### config.mk
export PLATFORM = sky130hd
export DESIGN_NAME = taylor_series_evaluator_flat
export DESIGN_NICKNAME = d
export VERILOG_FILES = /design/src/hw/rtl/tse_pkg.sv /design/src/hw/rtl/tse_req_if.sv /design/src/hw/rtl/tse_rsp_if.sv /design/src/hw/rtl/tse_mul.sv /design/src/hw/rtl/tse_div.sv /design/src/hw/rtl/taylor_series_evaluator.sv /design/src/flat_wrapper.sv
export SDC_FILE = /design/constraint.sdc
export NUM_CORES = 2
export LEC_CHECK = 0
export BUFFER_PORTS_ARGS = -buffer_cell sky130_fd_sc_hd__buf_2
export CORE_UTILIZATION = 60
export CTS_CLUSTER_SIZE = 10
export DETAILED_ROUTE_END_ITERATION = 6
export PLACE_DENSITY = 0.76
export SLEW_MARGIN = 5
export SYNTH_ARGS = -nofsm -noshare
export SYNTH_HDL_FRONTEND = slang
export SYNTH_HIERARCHICAL = 1
export SYNTH_SLANG_ARGS = --single-unit
### constraint.sdc
create_clock -name clock -period 12.75 [get_ports clock]
set_input_delay 1.9125 -clock clock [delete_from_list [all_inputs] [get_ports clock]]
set_output_delay 1.9125 -clock clock [all_outputs]
set_load 0.01 [all_outputs]
### src/hw/rtl/tse_pkg.sv
// Widths, codes and reset values of the Taylor series evaluator.
// Depends on nothing.
package tse_pkg;
   localparam int X_W     = 32;
   localparam int A_W     = 40;
   localparam int MAG_W   = 63;
   localparam int PROD_W  = 103;
   localparam int DIV_W   = 12;
   localparam int N_W     = 11;
   localparam int EPS_W   = 31;
   localparam int MT_W    = 10;
   localparam int VALUE_W = 64;
   localparam int FUNC_W  = 3;
   localparam int MCNT_W  = 6;
   localparam int DCNT_W  = 7;

   localparam logic [FUNC_W-1:0] FUNC_SIN  = 3'd0;
   localparam logic [FUNC_W-1:0] FUNC_COS  = 3'd1;
   localparam logic [FUNC_W-1:0] FUNC_EXP  = 3'd2;
   localparam logic [FUNC_W-1:0] FUNC_SINH = 3'd3;
   localparam logic [FUNC_W-1:0] FUNC_COSH = 3'd4;
   localparam logic [FUNC_W-1:0] FUNC_ATAN = 3'd5;

   localparam logic CSR_EPS       = 1'b0;
   localparam logic CSR_MAX_TERMS = 1'b1;

   localparam logic [EPS_W-1:0] EPS_RESET       = 31'd4295;
   localparam logic [MT_W-1:0]  MAX_TERMS_RESET = 10'd1000;
endpackage

### src/hw/rtl/tse_req_if.sv
// Request channel carrying one item: function select and argument.
// Depends on tse_pkg.
interface tse_req_if;
   logic                          valid;
   logic                          ready;
   logic [tse_pkg::FUNC_W-1:0]    func;
   logic signed [tse_pkg::X_W-1:0] x;
   modport source (output valid, func, x, input ready);
   modport sink   (input valid, func, x, output ready);
endinterface

### src/hw/rtl/tse_rsp_if.sv
// Response channel carrying one result item: series sum and divergence flag.
// Depends on tse_pkg.
interface tse_rsp_if;
   logic                               valid;
   logic                               ready;
   logic signed [tse_pkg::VALUE_W-1:0] value;
   logic                               divergent;
   modport source (output valid, value, divergent, input ready);
   modport sink   (input valid, value, divergent, output ready);
endinterface

### src/hw/rtl/tse_mul.sv
// Bit-serial shift-add multiplier, one multiplier bit per cycle.
// Depends on tse_pkg.
module tse_mul (
   input  logic                         clock,
   input  logic                         reset,
   input  logic                         start,
   input  logic [tse_pkg::MAG_W-1:0]    m,
   input  logic [tse_pkg::A_W-1:0]      a,
   output logic                         done,
   output logic [tse_pkg::PROD_W-1:0]   prod
);
   logic [tse_pkg::PROD_W-1:0] prod_ff, prod_in;
   logic [tse_pkg::MAG_W-1:0]  m_ff;
   logic [tse_pkg::MCNT_W-1:0] cnt_ff;
   logic                       busy_ff, done_ff;
   logic [tse_pkg::MAG_W:0]    sum;

   always_comb begin
      sum = {1'b0, prod_ff[tse_pkg::PROD_W-1:tse_pkg::A_W]}
            + (prod_ff[0] ? {1'b0, m_ff} : '0);
      prod_in = {sum, prod_ff[tse_pkg::A_W-1:1]};
   end

   always_ff @(posedge clock) begin
      if (reset) begin
         busy_ff <= 1'b0;
         done_ff <= 1'b0;
         cnt_ff  <= '0;
      end else begin
         done_ff <= 1'b0;
         if (start) begin
            busy_ff <= 1'b1;
            cnt_ff  <= '0;
         end else if (busy_ff) begin
            cnt_ff <= cnt_ff + 1'b1;
            if (cnt_ff == tse_pkg::MCNT_W'(tse_pkg::A_W - 1)) begin
               busy_ff <= 1'b0;
               done_ff <= 1'b1;
            end
         end
      end
   end

   always_ff @(posedge clock) begin
      if (start) begin
         prod_ff <= {{tse_pkg::MAG_W{1'b0}}, a};
         m_ff    <= m;
      end else if (busy_ff) begin
         prod_ff <= prod_in;
      end
   end

   assign done = done_ff;
   assign prod = prod_ff;
endmodule

### src/hw/rtl/tse_div.sv
// Bit-serial restoring divider, one quotient bit per cycle, narrow divisor.
// Depends on tse_pkg.
module tse_div (
   input  logic                         clock,
   input  logic                         reset,
   input  logic                         start,
   input  logic [tse_pkg::PROD_W-1:0]   dividend,
   input  logic [tse_pkg::DIV_W-1:0]    divisor,
   output logic                         done,
   output logic [tse_pkg::PROD_W-1:0]   quotient
);
   logic [tse_pkg::PROD_W-1:0] quo_ff;
   logic [tse_pkg::DIV_W-1:0]  rem_ff, rem_in, d_ff;
   logic [tse_pkg::DCNT_W-1:0] cnt_ff;
   logic                       busy_ff, done_ff, ge;
   logic [tse_pkg::DIV_W:0]    trial, diff;

   always_comb begin
      trial  = {rem_ff, quo_ff[tse_pkg::PROD_W-1]};
      diff   = trial - {1'b0, d_ff};
      ge     = trial >= {1'b0, d_ff};
      rem_in = ge ? diff[tse_pkg::DIV_W-1:0] : trial[tse_pkg::DIV_W-1:0];
   end

   always_ff @(posedge clock) begin
      if (reset) begin
         busy_ff <= 1'b0;
         done_ff <= 1'b0;
         cnt_ff  <= '0;
      end else begin
         done_ff <= 1'b0;
         if (start) begin
            busy_ff <= 1'b1;
            cnt_ff  <= '0;
         end else if (busy_ff) begin
            cnt_ff <= cnt_ff + 1'b1;
            if (cnt_ff == tse_pkg::DCNT_W'(tse_pkg::PROD_W - 1)) begin
               busy_ff <= 1'b0;
               done_ff <= 1'b1;
            end
         end
      end
   end

   always_ff @(posedge clock) begin
      if (start) begin
         quo_ff <= dividend;
         rem_ff <= '0;
         d_ff   <= divisor;
      end else if (busy_ff) begin
         quo_ff <= {quo_ff[tse_pkg::PROD_W-2:0], ge};
         rem_ff <= rem_in;
      end
   end

   assign done     = done_ff;
   assign quotient = quo_ff;
endmodule

### src/hw/rtl/taylor_series_evaluator.sv
// Top level of the Taylor series evaluator: term sequencer and output register.
// Depends on tse_pkg, tse_req_if, tse_rsp_if, tse_mul and tse_div.
//
// One item at a time. Each series term after the first costs one multiply-divide
// step on the bit-serial multiplier and divider for exp and two for the other
// functions, plus another division for atan and the CHECK and ADD bookkeeping
// states; an item runs up to max_terms + 1 terms.
// Undefined functions and arguments at or below eps finish without a series term.
module taylor_series_evaluator (
   input  logic                             clock,
   input  logic                             reset,
   tse_req_if.sink                          req_ch,
   tse_rsp_if.source                        rsp_ch,
   input  logic                             csr_we,
   input  logic                             csr_index,
   input  logic [tse_pkg::EPS_W-1:0]        csr_wdata
);
   localparam logic [2:0] ST_IDLE  = 3'd0;
   localparam logic [2:0] ST_CHECK = 3'd1;
   localparam logic [2:0] ST_MUL   = 3'd2;
   localparam logic [2:0] ST_DIV   = 3'd3;
   localparam logic [2:0] ST_TDIV  = 3'd4;
   localparam logic [2:0] ST_ADD   = 3'd5;
   localparam logic [2:0] ST_OUT   = 3'd6;

   logic [2:0]                        state_ff, state_in;
   logic [tse_pkg::EPS_W-1:0]         eps_ff;
   logic [tse_pkg::MT_W-1:0]          mt_ff;
   logic [tse_pkg::FUNC_W-1:0]        func_ff, func_in;
   logic [tse_pkg::A_W-1:0]           a_ff, a_in;
   logic                              xneg_ff, xneg_in, neg_ff, neg_in;
   logic [tse_pkg::MAG_W-1:0]         mag_ff, mag_in, cur_ff, cur_in, tm_ff, tm_in;
   logic signed [tse_pkg::VALUE_W-1:0] sum_ff, sum_in;
   logic [tse_pkg::N_W-1:0]           n_ff, n_in;
   logic                              second_ff, second_in, div_ff, div_in;
   logic [tse_pkg::DIV_W-1:0]         d2_ff, d2_in;
   logic signed [tse_pkg::VALUE_W-1:0] out_value_ff, out_value_in;
   logic                              out_div_ff, out_div_in, out_valid_ff, out_valid_in;

   logic                              mul_start, mul_done, div_start, div_done;
   logic [tse_pkg::MAG_W-1:0]         mul_m, new_mag;
   logic [tse_pkg::PROD_W-1:0]        mul_prod, div_dividend, div_quo;
   logic [tse_pkg::DIV_W-1:0]         div_d, k, d1;
   logic [tse_pkg::X_W-1:0]           xmag;
   logic signed [tse_pkg::VALUE_W-1:0] term, sum_raw;
   logic                              ovf;

   tse_mul u_mul (
      .clock (clock), .reset (reset), .start (mul_start), .m (mul_m), .a (a_ff),
      .done (mul_done), .prod (mul_prod)
   );

   tse_div u_div (
      .clock (clock), .reset (reset), .start (div_start), .dividend (div_dividend),
      .divisor (div_d), .done (div_done), .quotient (div_quo)
   );

   always_comb begin
      k            = {n_ff[tse_pkg::DIV_W-2:0], 1'b0};
      d1           = k;
      unique case (func_ff)
         tse_pkg::FUNC_COS, tse_pkg::FUNC_COSH: d1 = k - 1'b1;
         tse_pkg::FUNC_EXP:                     d1 = {1'b0, n_ff};
         tse_pkg::FUNC_ATAN:                    d1 = 12'd1;
         default:                               d1 = k;
      endcase

      state_in     = state_ff;
      func_in      = func_ff;
      a_in         = a_ff;
      xneg_in      = xneg_ff;
      neg_in       = neg_ff;
      mag_in       = mag_ff;
      cur_in       = cur_ff;
      tm_in        = tm_ff;
      sum_in       = sum_ff;
      n_in         = n_ff;
      second_in    = second_ff;
      div_in       = div_ff;
      d2_in        = d2_ff;
      out_value_in = out_value_ff;
      out_div_in   = out_div_ff;
      out_valid_in = out_valid_ff;
      mul_start    = 1'b0;
      mul_m        = mag_ff;
      div_start    = 1'b0;
      div_dividend = mul_prod;
      div_d        = d1;
      xmag         = req_ch.x[tse_pkg::X_W-1] ? 32'(-req_ch.x) : 32'(req_ch.x);
      new_mag      = (|div_quo[tse_pkg::PROD_W-1:95]) ? {tse_pkg::MAG_W{1'b1}}
                                                       : div_quo[94:32];
      term         = neg_ff ? -$signed({1'b0, tm_ff}) : $signed({1'b0, tm_ff});
      sum_raw      = sum_ff + term;
      ovf          = (sum_ff[63] == term[63]) && (sum_raw[63] != sum_ff[63]);

      if (rsp_ch.ready) begin
         out_valid_in = 1'b0;
      end

      unique case (state_ff)
         ST_IDLE: begin
            if (req_ch.valid) begin
               func_in = req_ch.func;
               xneg_in = req_ch.x[tse_pkg::X_W-1];
               a_in    = {xmag, 8'd0};
               cur_in  = {23'd0, xmag, 8'd0};
               sum_in  = '0;
               n_in    = '0;
               div_in  = 1'b0;
               state_in = (req_ch.func > tse_pkg::FUNC_ATAN) ? ST_OUT : ST_CHECK;
            end
         end
         ST_CHECK: begin
            if (cur_ff <= {32'd0, eps_ff}) begin
               state_in = ST_OUT;
            end else if (n_ff > {1'b0, mt_ff}) begin
               div_in   = 1'b1;
               state_in = ST_OUT;
            end else if (n_ff == '0) begin
               if (func_ff == tse_pkg::FUNC_COS || func_ff == tse_pkg::FUNC_EXP ||
                   func_ff == tse_pkg::FUNC_COSH) begin
                  mag_in = 63'd1 << 32;
                  tm_in  = 63'd1 << 32;
                  neg_in = 1'b0;
               end else begin
                  mag_in = {23'd0, a_ff};
                  tm_in  = {23'd0, a_ff};
                  neg_in = xneg_ff;
               end
               state_in = ST_ADD;
            end else begin
               mul_start = 1'b1;
               second_in = func_ff != tse_pkg::FUNC_EXP;
               unique case (func_ff)
                  tse_pkg::FUNC_SIN:  begin neg_in = !neg_ff; d2_in = k + 1'b1; end
                  tse_pkg::FUNC_COS:  begin neg_in = !neg_ff; d2_in = k;        end
                  tse_pkg::FUNC_EXP:  begin
                     neg_in = neg_ff ^ xneg_ff;
                     d2_in  = {1'b0, n_ff};
                  end
                  tse_pkg::FUNC_SINH: d2_in = k + 1'b1;
                  tse_pkg::FUNC_COSH: d2_in = k;
                  default:            begin neg_in = !neg_ff; d2_in = 12'd1;  end
               endcase
               state_in = ST_MUL;
            end
         end
         ST_MUL: begin
            div_d = second_ff ? d1 : d2_ff;
            if (mul_done) begin
               div_start = 1'b1;
               state_in  = ST_DIV;
            end
         end
         ST_DIV: begin
            if (div_done) begin
               mag_in = new_mag;
               if (second_ff) begin
                  second_in = 1'b0;
                  mul_start = 1'b1;
                  mul_m     = new_mag;
                  state_in  = ST_MUL;
               end else if (func_ff == tse_pkg::FUNC_ATAN) begin
                  div_start    = 1'b1;
                  div_dividend = {40'd0, new_mag};
                  div_d        = k + 1'b1;
                  state_in     = ST_TDIV;
               end else begin
                  tm_in    = new_mag;
                  state_in = ST_ADD;
               end
            end
         end
         ST_TDIV: begin
            if (div_done) begin
               tm_in    = div_quo[tse_pkg::MAG_W-1:0];
               state_in = ST_ADD;
            end
         end
         ST_ADD: begin
            sum_in   = ovf ? (sum_ff[63] ? {1'b1, 63'd0} : {1'b0, {63{1'b1}}}) : sum_raw;
            cur_in   = tm_ff;
            n_in     = n_ff + 1'b1;
            state_in = ST_CHECK;
         end
         ST_OUT: begin
            if (!out_valid_ff || rsp_ch.ready) begin
               out_valid_in = 1'b1;
               out_value_in = sum_ff;
               out_div_in   = div_ff;
               state_in     = ST_IDLE;
            end
         end
         default: state_in = ST_IDLE;
      endcase
   end

   // The second multiply of a step divides by d2; the first divides by d1.
   always_ff @(posedge clock) begin
      if (reset) begin
         state_ff     <= ST_IDLE;
         out_valid_ff <= 1'b0;
         eps_ff       <= tse_pkg::EPS_RESET;
         mt_ff        <= tse_pkg::MAX_TERMS_RESET;
      end else begin
         state_ff     <= state_in;
         out_valid_ff <= out_valid_in;
         if (csr_we && csr_index == tse_pkg::CSR_EPS) begin
            eps_ff <= csr_wdata;
         end
         if (csr_we && csr_index == tse_pkg::CSR_MAX_TERMS) begin
            mt_ff <= csr_wdata[tse_pkg::MT_W-1:0];
         end
      end
   end

   always_ff @(posedge clock) begin
      func_ff      <= func_in;
      a_ff         <= a_in;
      xneg_ff      <= xneg_in;
      neg_ff       <= neg_in;
      mag_ff       <= mag_in;
      cur_ff       <= cur_in;
      tm_ff        <= tm_in;
      sum_ff       <= sum_in;
      n_ff         <= n_in;
      second_ff    <= second_in;
      div_ff       <= div_in;
      d2_ff        <= d2_in;
      out_value_ff <= out_value_in;
      out_div_ff   <= out_div_in;
   end

   assign req_ch.ready     = state_ff == ST_IDLE;
   assign rsp_ch.valid     = out_valid_ff;
   assign rsp_ch.value     = out_value_ff;
   assign rsp_ch.divergent = out_div_ff;
endmodule

### src/flat_wrapper.sv
// flat-port wrapper written by rule: the top's interface ports become plain ports
module taylor_series_evaluator_flat 
  (clock, reset, csr_we, csr_index, csr_wdata, req_ch_valid, req_ch_func, req_ch_x, req_ch_ready, rsp_ch_valid, rsp_ch_value, rsp_ch_divergent, rsp_ch_ready);
  tse_req_if req_ch_i ();
  tse_rsp_if rsp_ch_i ();
  input  logic clock;
  input  logic reset;
  input  logic csr_we;
  input  logic csr_index;
  input  logic [tse_pkg::EPS_W-1:0] csr_wdata;
  input wire logic [$bits(req_ch_i.valid)-1:0] req_ch_valid;
  input wire logic [$bits(req_ch_i.func)-1:0] req_ch_func;
  input wire logic [$bits(req_ch_i.x)-1:0] req_ch_x;
  output wire logic [$bits(req_ch_i.ready)-1:0] req_ch_ready;
  output wire logic [$bits(rsp_ch_i.valid)-1:0] rsp_ch_valid;
  output wire logic [$bits(rsp_ch_i.value)-1:0] rsp_ch_value;
  output wire logic [$bits(rsp_ch_i.divergent)-1:0] rsp_ch_divergent;
  input wire logic [$bits(rsp_ch_i.ready)-1:0] rsp_ch_ready;
  assign req_ch_i.valid = req_ch_valid;
  assign req_ch_i.func = req_ch_func;
  assign req_ch_i.x = req_ch_x;
  assign req_ch_ready = req_ch_i.ready;
  assign rsp_ch_valid = rsp_ch_i.valid;
  assign rsp_ch_value = rsp_ch_i.value;
  assign rsp_ch_divergent = rsp_ch_i.divergent;
  assign rsp_ch_i.ready = rsp_ch_ready;
  taylor_series_evaluator u_core (.clock(clock), .reset(reset), .req_ch(req_ch_i), .rsp_ch(rsp_ch_i), .csr_we(csr_we), .csr_index(csr_index), .csr_wdata(csr_wdata));
endmodule
# Yosys cells after proc, flatten, opt, wreduce, memory -nomap -nowiden
# Index checks and enable logic that the tools add are counted.
# totals
ff_bits	735
inputBits	72
output_inout_bits	67
elab_cells	204
# op_classes
reduce_logical	35
addsub	10
magnitude_cmp	4
bitwise	7
mux	88
eq_ne	29
# op_table
cell	count
2-to-1 mux 63 bit	14
2-to-1 mux 103 bit	6
2-to-1 mux 64 bit	4
one-hot mux 63 bit (2 select lines)	2
one-hot mux 63 bit (3 select lines)	1
one-hot mux 64 bit (2 select lines)	1
2-to-1 mux 40 bit	3
one-hot mux 12 bit (3 select lines)	2
adder 63 x 63 -> 64 bit	1
adder 64 bit	1
negation 63 -> 64 bit	1
less-or-equal comparator 63 x 31 -> 1 bit	1
2-to-1 mux 12 bit	5
2-to-1 mux 32 bit	1
negation 32 bit	1
2-to-1 mux 1 bit	30
2-to-1 mux 3 bit	10
one-hot mux 12 bit (2 select lines)	1
one-hot mux 11 bit (2 select lines)	1
one-hot mux 3 bit (7 select lines)	1
inequality test 2 bit, second input constant	9
== test 3 bit, second input constant	5
AND reduction 5 bit	3
>= comparator 13 x 12 -> 1 bit	1
other kinds (33)	68

# Longest topological paths before layout
# depth
depth_word	8
ltp_mapped	25
ltp_nobuf	22

# Modules after synthesis
# Netlist, hierarchy kept.
# modules_own_cells
mod	cells_each	instances	seq_area_each_um2	area_each_um2
taylor_series_evaluator	2732	1	12311.8	25525.7
tse_mul	1016	1	4514.3	10152.2
tse_div	410	1	3873.7	6179.7

# Worst setup path after synthesis
# No wires, ideal clock.
# synth_path
path_kind	register -> register
start	reg u_core/n_ff[4] (netlist name)
end	reg u_core.u_mul.prod_ff (netlist bit u_core/u_mul/prod[0]), enable pin
arrival_time_ns	7.981
setup_ns	0.394
stages_incl_launch_ff	17
period_less_slack_ns	8.375
t_required_ns	12.356
path_buffers	2
slack_ns	4.375
cell_sequence	edfxtp_1 -> ha_1 -> a21oi_1 -> nor2b_1 -> o21ai_0 -> nand2b_1 -> a21oi_1 -> nor2b_1 -> o21ai_0 -> a21oi_1 -> nor2_1 -> nand2_1 -> o21ai_0 -> clkbuf_1 -> nor2_1 -> clkbuf_1 -> inv_1
# synth_via
elab_chain_len	6
elab_cells_between_ends	7
# synth_lines
item	line	rtl
from (decl)	taylor_series_evaluator.sv:34	logic [tse_pkg::N_W-1:0] n_ff, n_in;
from (signal assigned)	taylor_series_evaluator.sv:226	n_ff <= n_in;
parallel branches: the longest is 2 deep, another holds > comparator 11 x 10 -> 1 bit	n/a	
2-to-1 mux 1 bit *	taylor_series_evaluator.sv:116	end else if (n_ff > {1'b0, mt_ff}) begin
2-to-1 mux 1 bit *	taylor_series_evaluator.sv:114	if (cur_ff <= {32'd0, eps_ff}) begin
one-hot mux 1 bit (2 select lines) *	taylor_series_evaluator.sv:100	unique case (state_ff)
net u_core.mul_start	taylor_series_evaluator.sv:40	logic mul_start, mul_done, div_start, div_done;
nonzero test 2 bit (no line) *	n/a	
to (signal assigned)	tse_mul.sv:46	prod_ff <= {{tse_pkg::MAG_W{1'b0}}, a};
to (signal assigned)	tse_mul.sv:49	prod_ff <= prod_in;
to (decl)	tse_mul.sv:12	logic [tse_pkg::PROD_W-1:0] prod_ff, prod_in;
# Mark *: on every way through the listed nets, which the timed path passes.
# A chain may end at the register's enable or synchronous reset.

# Final worst setup path
# layout_path
start	reg u_core/tm_ff[4] (netlist name)
end	reg u_core/sum_ff[60] (netlist name), data pin
# layout_via
elab_chain_len	7
elab_cells_between_ends	8
# layout_lines
item	line	rtl
from (decl)	taylor_series_evaluator.sv:32	logic [tse_pkg::MAG_W-1:0] mag_ff, mag_in, cur_ff, cur_in, tm_ff, tm_in;
from (signal assigned)	taylor_series_evaluator.sv:224	tm_ff <= tm_in;
negation 63 -> 64 bit	taylor_series_evaluator.sv:92	term = neg_ff ? -$signed({1'b0, tm_ff}) : $signed({1'b0, tm_ff});
2-to-1 mux 64 bit *	taylor_series_evaluator.sv:92	
adder 64 bit	taylor_series_evaluator.sv:93	sum_raw = sum_ff + term;
inequality test 1 bit	taylor_series_evaluator.sv:94	ovf = (sum_ff[63] == term[63]) && (sum_raw[63] != sum_ff[63]);
logical AND 1 bit	taylor_series_evaluator.sv:94	
2-to-1 mux 64 bit *	taylor_series_evaluator.sv:181	sum_in = ovf ? (sum_ff[63] ? {1'b1, 63'd0} : {1'b0, {63{1'b1}}}) : sum_raw;
one-hot mux 64 bit (2 select lines) *	taylor_series_evaluator.sv:100	
to (signal assigned)	taylor_series_evaluator.sv:225	sum_ff <= sum_in;
to (decl)	taylor_series_evaluator.sv:33	logic signed [tse_pkg::VALUE_W-1:0] sum_ff, sum_in;
# Mark *: on every way between the ends. The rest lies on a longest branch, timed or not.

==> flow_summary.json <==
{
  "status": "finished, violations left",
  "grt_usage_pct": 32.7,
  "drc": 10,
  "end_kind": "register",
  "postCtsHoldBufs": 0,
  "p_per_area_nw_per_um2": 225,
  "wl_per_cell_um": 22.6,
  "cts_setup_buffers": 0,
  "synth-async-reset-ratio_pct": 0,
  "critical_path_class": "register to register",
  "num_rows": 96,
  "hold_path_class": "register to register",
  "gp_congestion": 0.969,
  "avgSynthCellArea_um2": 10.1,
  "period_needed_ns": 6.72,
  "first_pass_iters": 7,
  "dpl-instance-area_um2": 43200,
  "grt_pass1_vias": 30500,
  "cp.arrival_ns": 7.18,
  "cts.sinks": 735,
  "drive_gt1_share_pct": 12.2,
  "finalHoldViolations": 0,
  "layout_common_cells": "edfxtp_1, nand2_1, nor2_1, o21ai_0, a21oi_1",
  "peakVddDrop_mv": 0.129,
  "cts_buffers": 86,
  "setup_tns_ns": 0,
  "ant_nets": 0,
  "whs_ns": 0.442,
  "synth_edf_count": 598,
  "die_w_um": 266,
  "start_kind": "register",
  "synth.distinct_cells": 98,
  "ioPinCount": 139,
  "antenna_found_initial": 11,
  "path_clk_slew_ns": 0.06,
  "grt_pass1_wl_mm": 179,
  "crit_fanout": 49,
  "setup_violations": 0,
  "rr_worst_depth": 18,
  "grt-ovfl-total": 0,
  "avgViaCountPerCell": 6.32,
  "required_ns": 13.21,
  "tightestPinTransition_ns": 1.27,
  "skew_ns": 0.0233,
  "maxSlewHeadroom_pct": 14.7,
  "grt_max_degree": 135,
  "synth-seq-area-share_pct": 49.5,
  "p_leak_uw": 0.0177,
  "hold_depth": 0,
  "synthFlopType": "edfxtp_1",
  "drtIter0Drc": 3812,
  "min_period_over_period_pct": 52.7,
  "hpwlAfterDp_mm": 83.4,
  "dieArea_um2": 70800,
  "drt-total-wl_mm": 117,
  "nNetsFinal": 4453,
  "final_area_um2": 45800,
  "final_common_cell": "edfxtp_1",
  "clock_latency_ns": 0.64,
  "report.final.slew_viol_count": 0,
  "fp.dieH_um": 266,
  "h-tree-depth": 3,
  "dp_slack_ns": 6.15,
  "portBuffers": 138,
  "cts_buffer_depth": 3,
  "cts_root_buffer": "clkbuf_16",
  "ys_warn_count": 6,
  "syn_to_final_growth_pct": 9.31,
  "fin_ws_ns": 6.03,
  "grt_setup_unrepaired": "false",
  "netlist_instances": 4158,
  "vias": 32800,
  "syn-cell-area_um2": 41900,
  "cts_tree": "done",
  "initial_core_util_pct": 60.8,
  "fmax_mhz": 149,
  "final_util_pct": 66.5,
  "cap_violations": 0,
  "failed_checks": "design-rule violations",
  "core_um2": 68800,
  "cts_resized": 0,
  "ys_ff_latch": 735
}
per-stage QoR:
| stage | cells | total power, uW |
|---|---|---|
| after floorplan | 4165 | 6690 |
| after global placement | 5033 | 7900 |
| after detailed placement | 5033 | 7930 |
| after CTS | 5187 | 10200 |
| after global routing | 5187 | 10800 |
| final | 5189 | 10300 |
metal layers:
layer	vias to the layer above	GRT usage, %	routed length (um)
met1	15700	45.4	48900
met3	208	6.77	11300
li1	15300	-	-
met4	8	10.6	3830
met5	-	0	53
met2	1593	51.3	53300
cell type report:
type	count	area, um2
antenna	2	5.00
clock buffer	147	2510
clock inverter	7	57.6
fill	5453	23100
inverter	111	419
multi-input combinational	3080	19900
sequential	735	20700
tap	931	1160
timing repair buffer	176	988
critical path, stage by stage (launching register included):
cell	delay [ns]
edfxtp_1	0.43
nor4_1	0.64
nand3_1	0.26
or4_1	0.57
or2_2	0.36
o21ai_0	0.25
xnor2_1	0.11
ha_1	0.44
nand2_1	0.15
or3_1	0.43
nor4_1	0.19
a21oi_1	0.17
o31ai_1	0.62
a31oi_1	0.27
o31a_1	0.52
nand3_1	0.17
nand2_2	0.17
buf_4	0.38
o31ai_2	0.31
kinds of logic (layout without fill, tap and decap cells):
group | Yosys count | after routing | share of synthesized area [%]
multiplexers | 174 | 174 | 4.60
flip-flops | 735 | 735 | 49.5
other | 1 | 10 | 0.00896
AND/OR/NAND/NOR | 1356 | 1356 | 15.2
buffers and inverters | 350 | 441 | 3.29
AO/OA/AOI/OAI | 1123 | 1123 | 16.9
XOR/XNOR | 225 | 225 | 4.71
adder cells (fa/ha/maj) | 194 | 194 | 5.83
cells in the mapped netlist, types with 11 or more instances:
cell type	number	share of area, %
a211o_1	14	0.29
a211oi_1	19	0.34
a21o_1	118	2.1
a21oi_1	253	3.0
a221oi_1	14	0.29
a22o_1	35	0.73
a31oi_1	27	0.40
and2_1	111	1.7
and3_1	52	0.78
buf_1	11	0.099
buf_2	13	0.16
clkbuf_1	207	1.9
dfxtp_1	137	6.6
edfxtp_1	598	43
ha_1	188	5.6
inv_1	109	0.98
mux2_2	145	3.9
mux2i_1	28	0.67
nand2_1	447	4.0
nand2b_1	25	0.37
nand3_1	57	0.68
nand4_1	54	0.81
nor2_1	402	3.6
nor2b_1	25	0.37
nor3_1	54	0.65
nor4_1	23	0.34
o211ai_1	48	0.86
o21a_1	14	0.25
o21ai_0	381	4.6
o21ai_1	16	0.19
o21ai_2	29	0.61
o21bai_1	24	0.43
o31ai_1	34	0.61
o41ai_1	14	0.29
or2_2	14	0.21
or3_1	33	0.49
or4_1	15	0.27
xnor2_1	163	3.4
xor2_1	62	1.3
where the power goes:
group	total, uW	switching [uW]	internal, uW
combinational	4280	2750	1530
sequential	3730	409	3330
clock	2290	958	1330
registers in the layout (all words and copies together) (netlist names), 7 cells and up:
signal and count:
u_core/a_ff 32, u_core/cur_ff 63, u_core/d2_ff 12, u_core/eps_ff 31, u_core/mag_ff 63, u_core/mt_ff 10, u_core/n_ff 11, u_core/rsp_ch.value 64
u_core/sum_ff 64, u_core/tm_ff 63, u_core/u_div/cnt_ff 7, u_core/u_div/d_ff 12, u_core/u_div/quotient 103, u_core/u_div/rem_ff 12, u_core/u_mul/m_ff 63, u_core/u_mul/prod 103
final timing paths:
path	start	end	slack (ns)
max	u_core/tm_ff[4]	u_core/sum_ff[60]	6.03
min	u_core/div_ff	u_core/rsp_ch.divergent	0.44
max reg2reg	u_core/tm_ff[4]	u_core/sum_ff[60]	6.03
min reg2reg	u_core/div_ff	u_core/rsp_ch.divergent	0.44
Power figures use the tool's default switching activity.
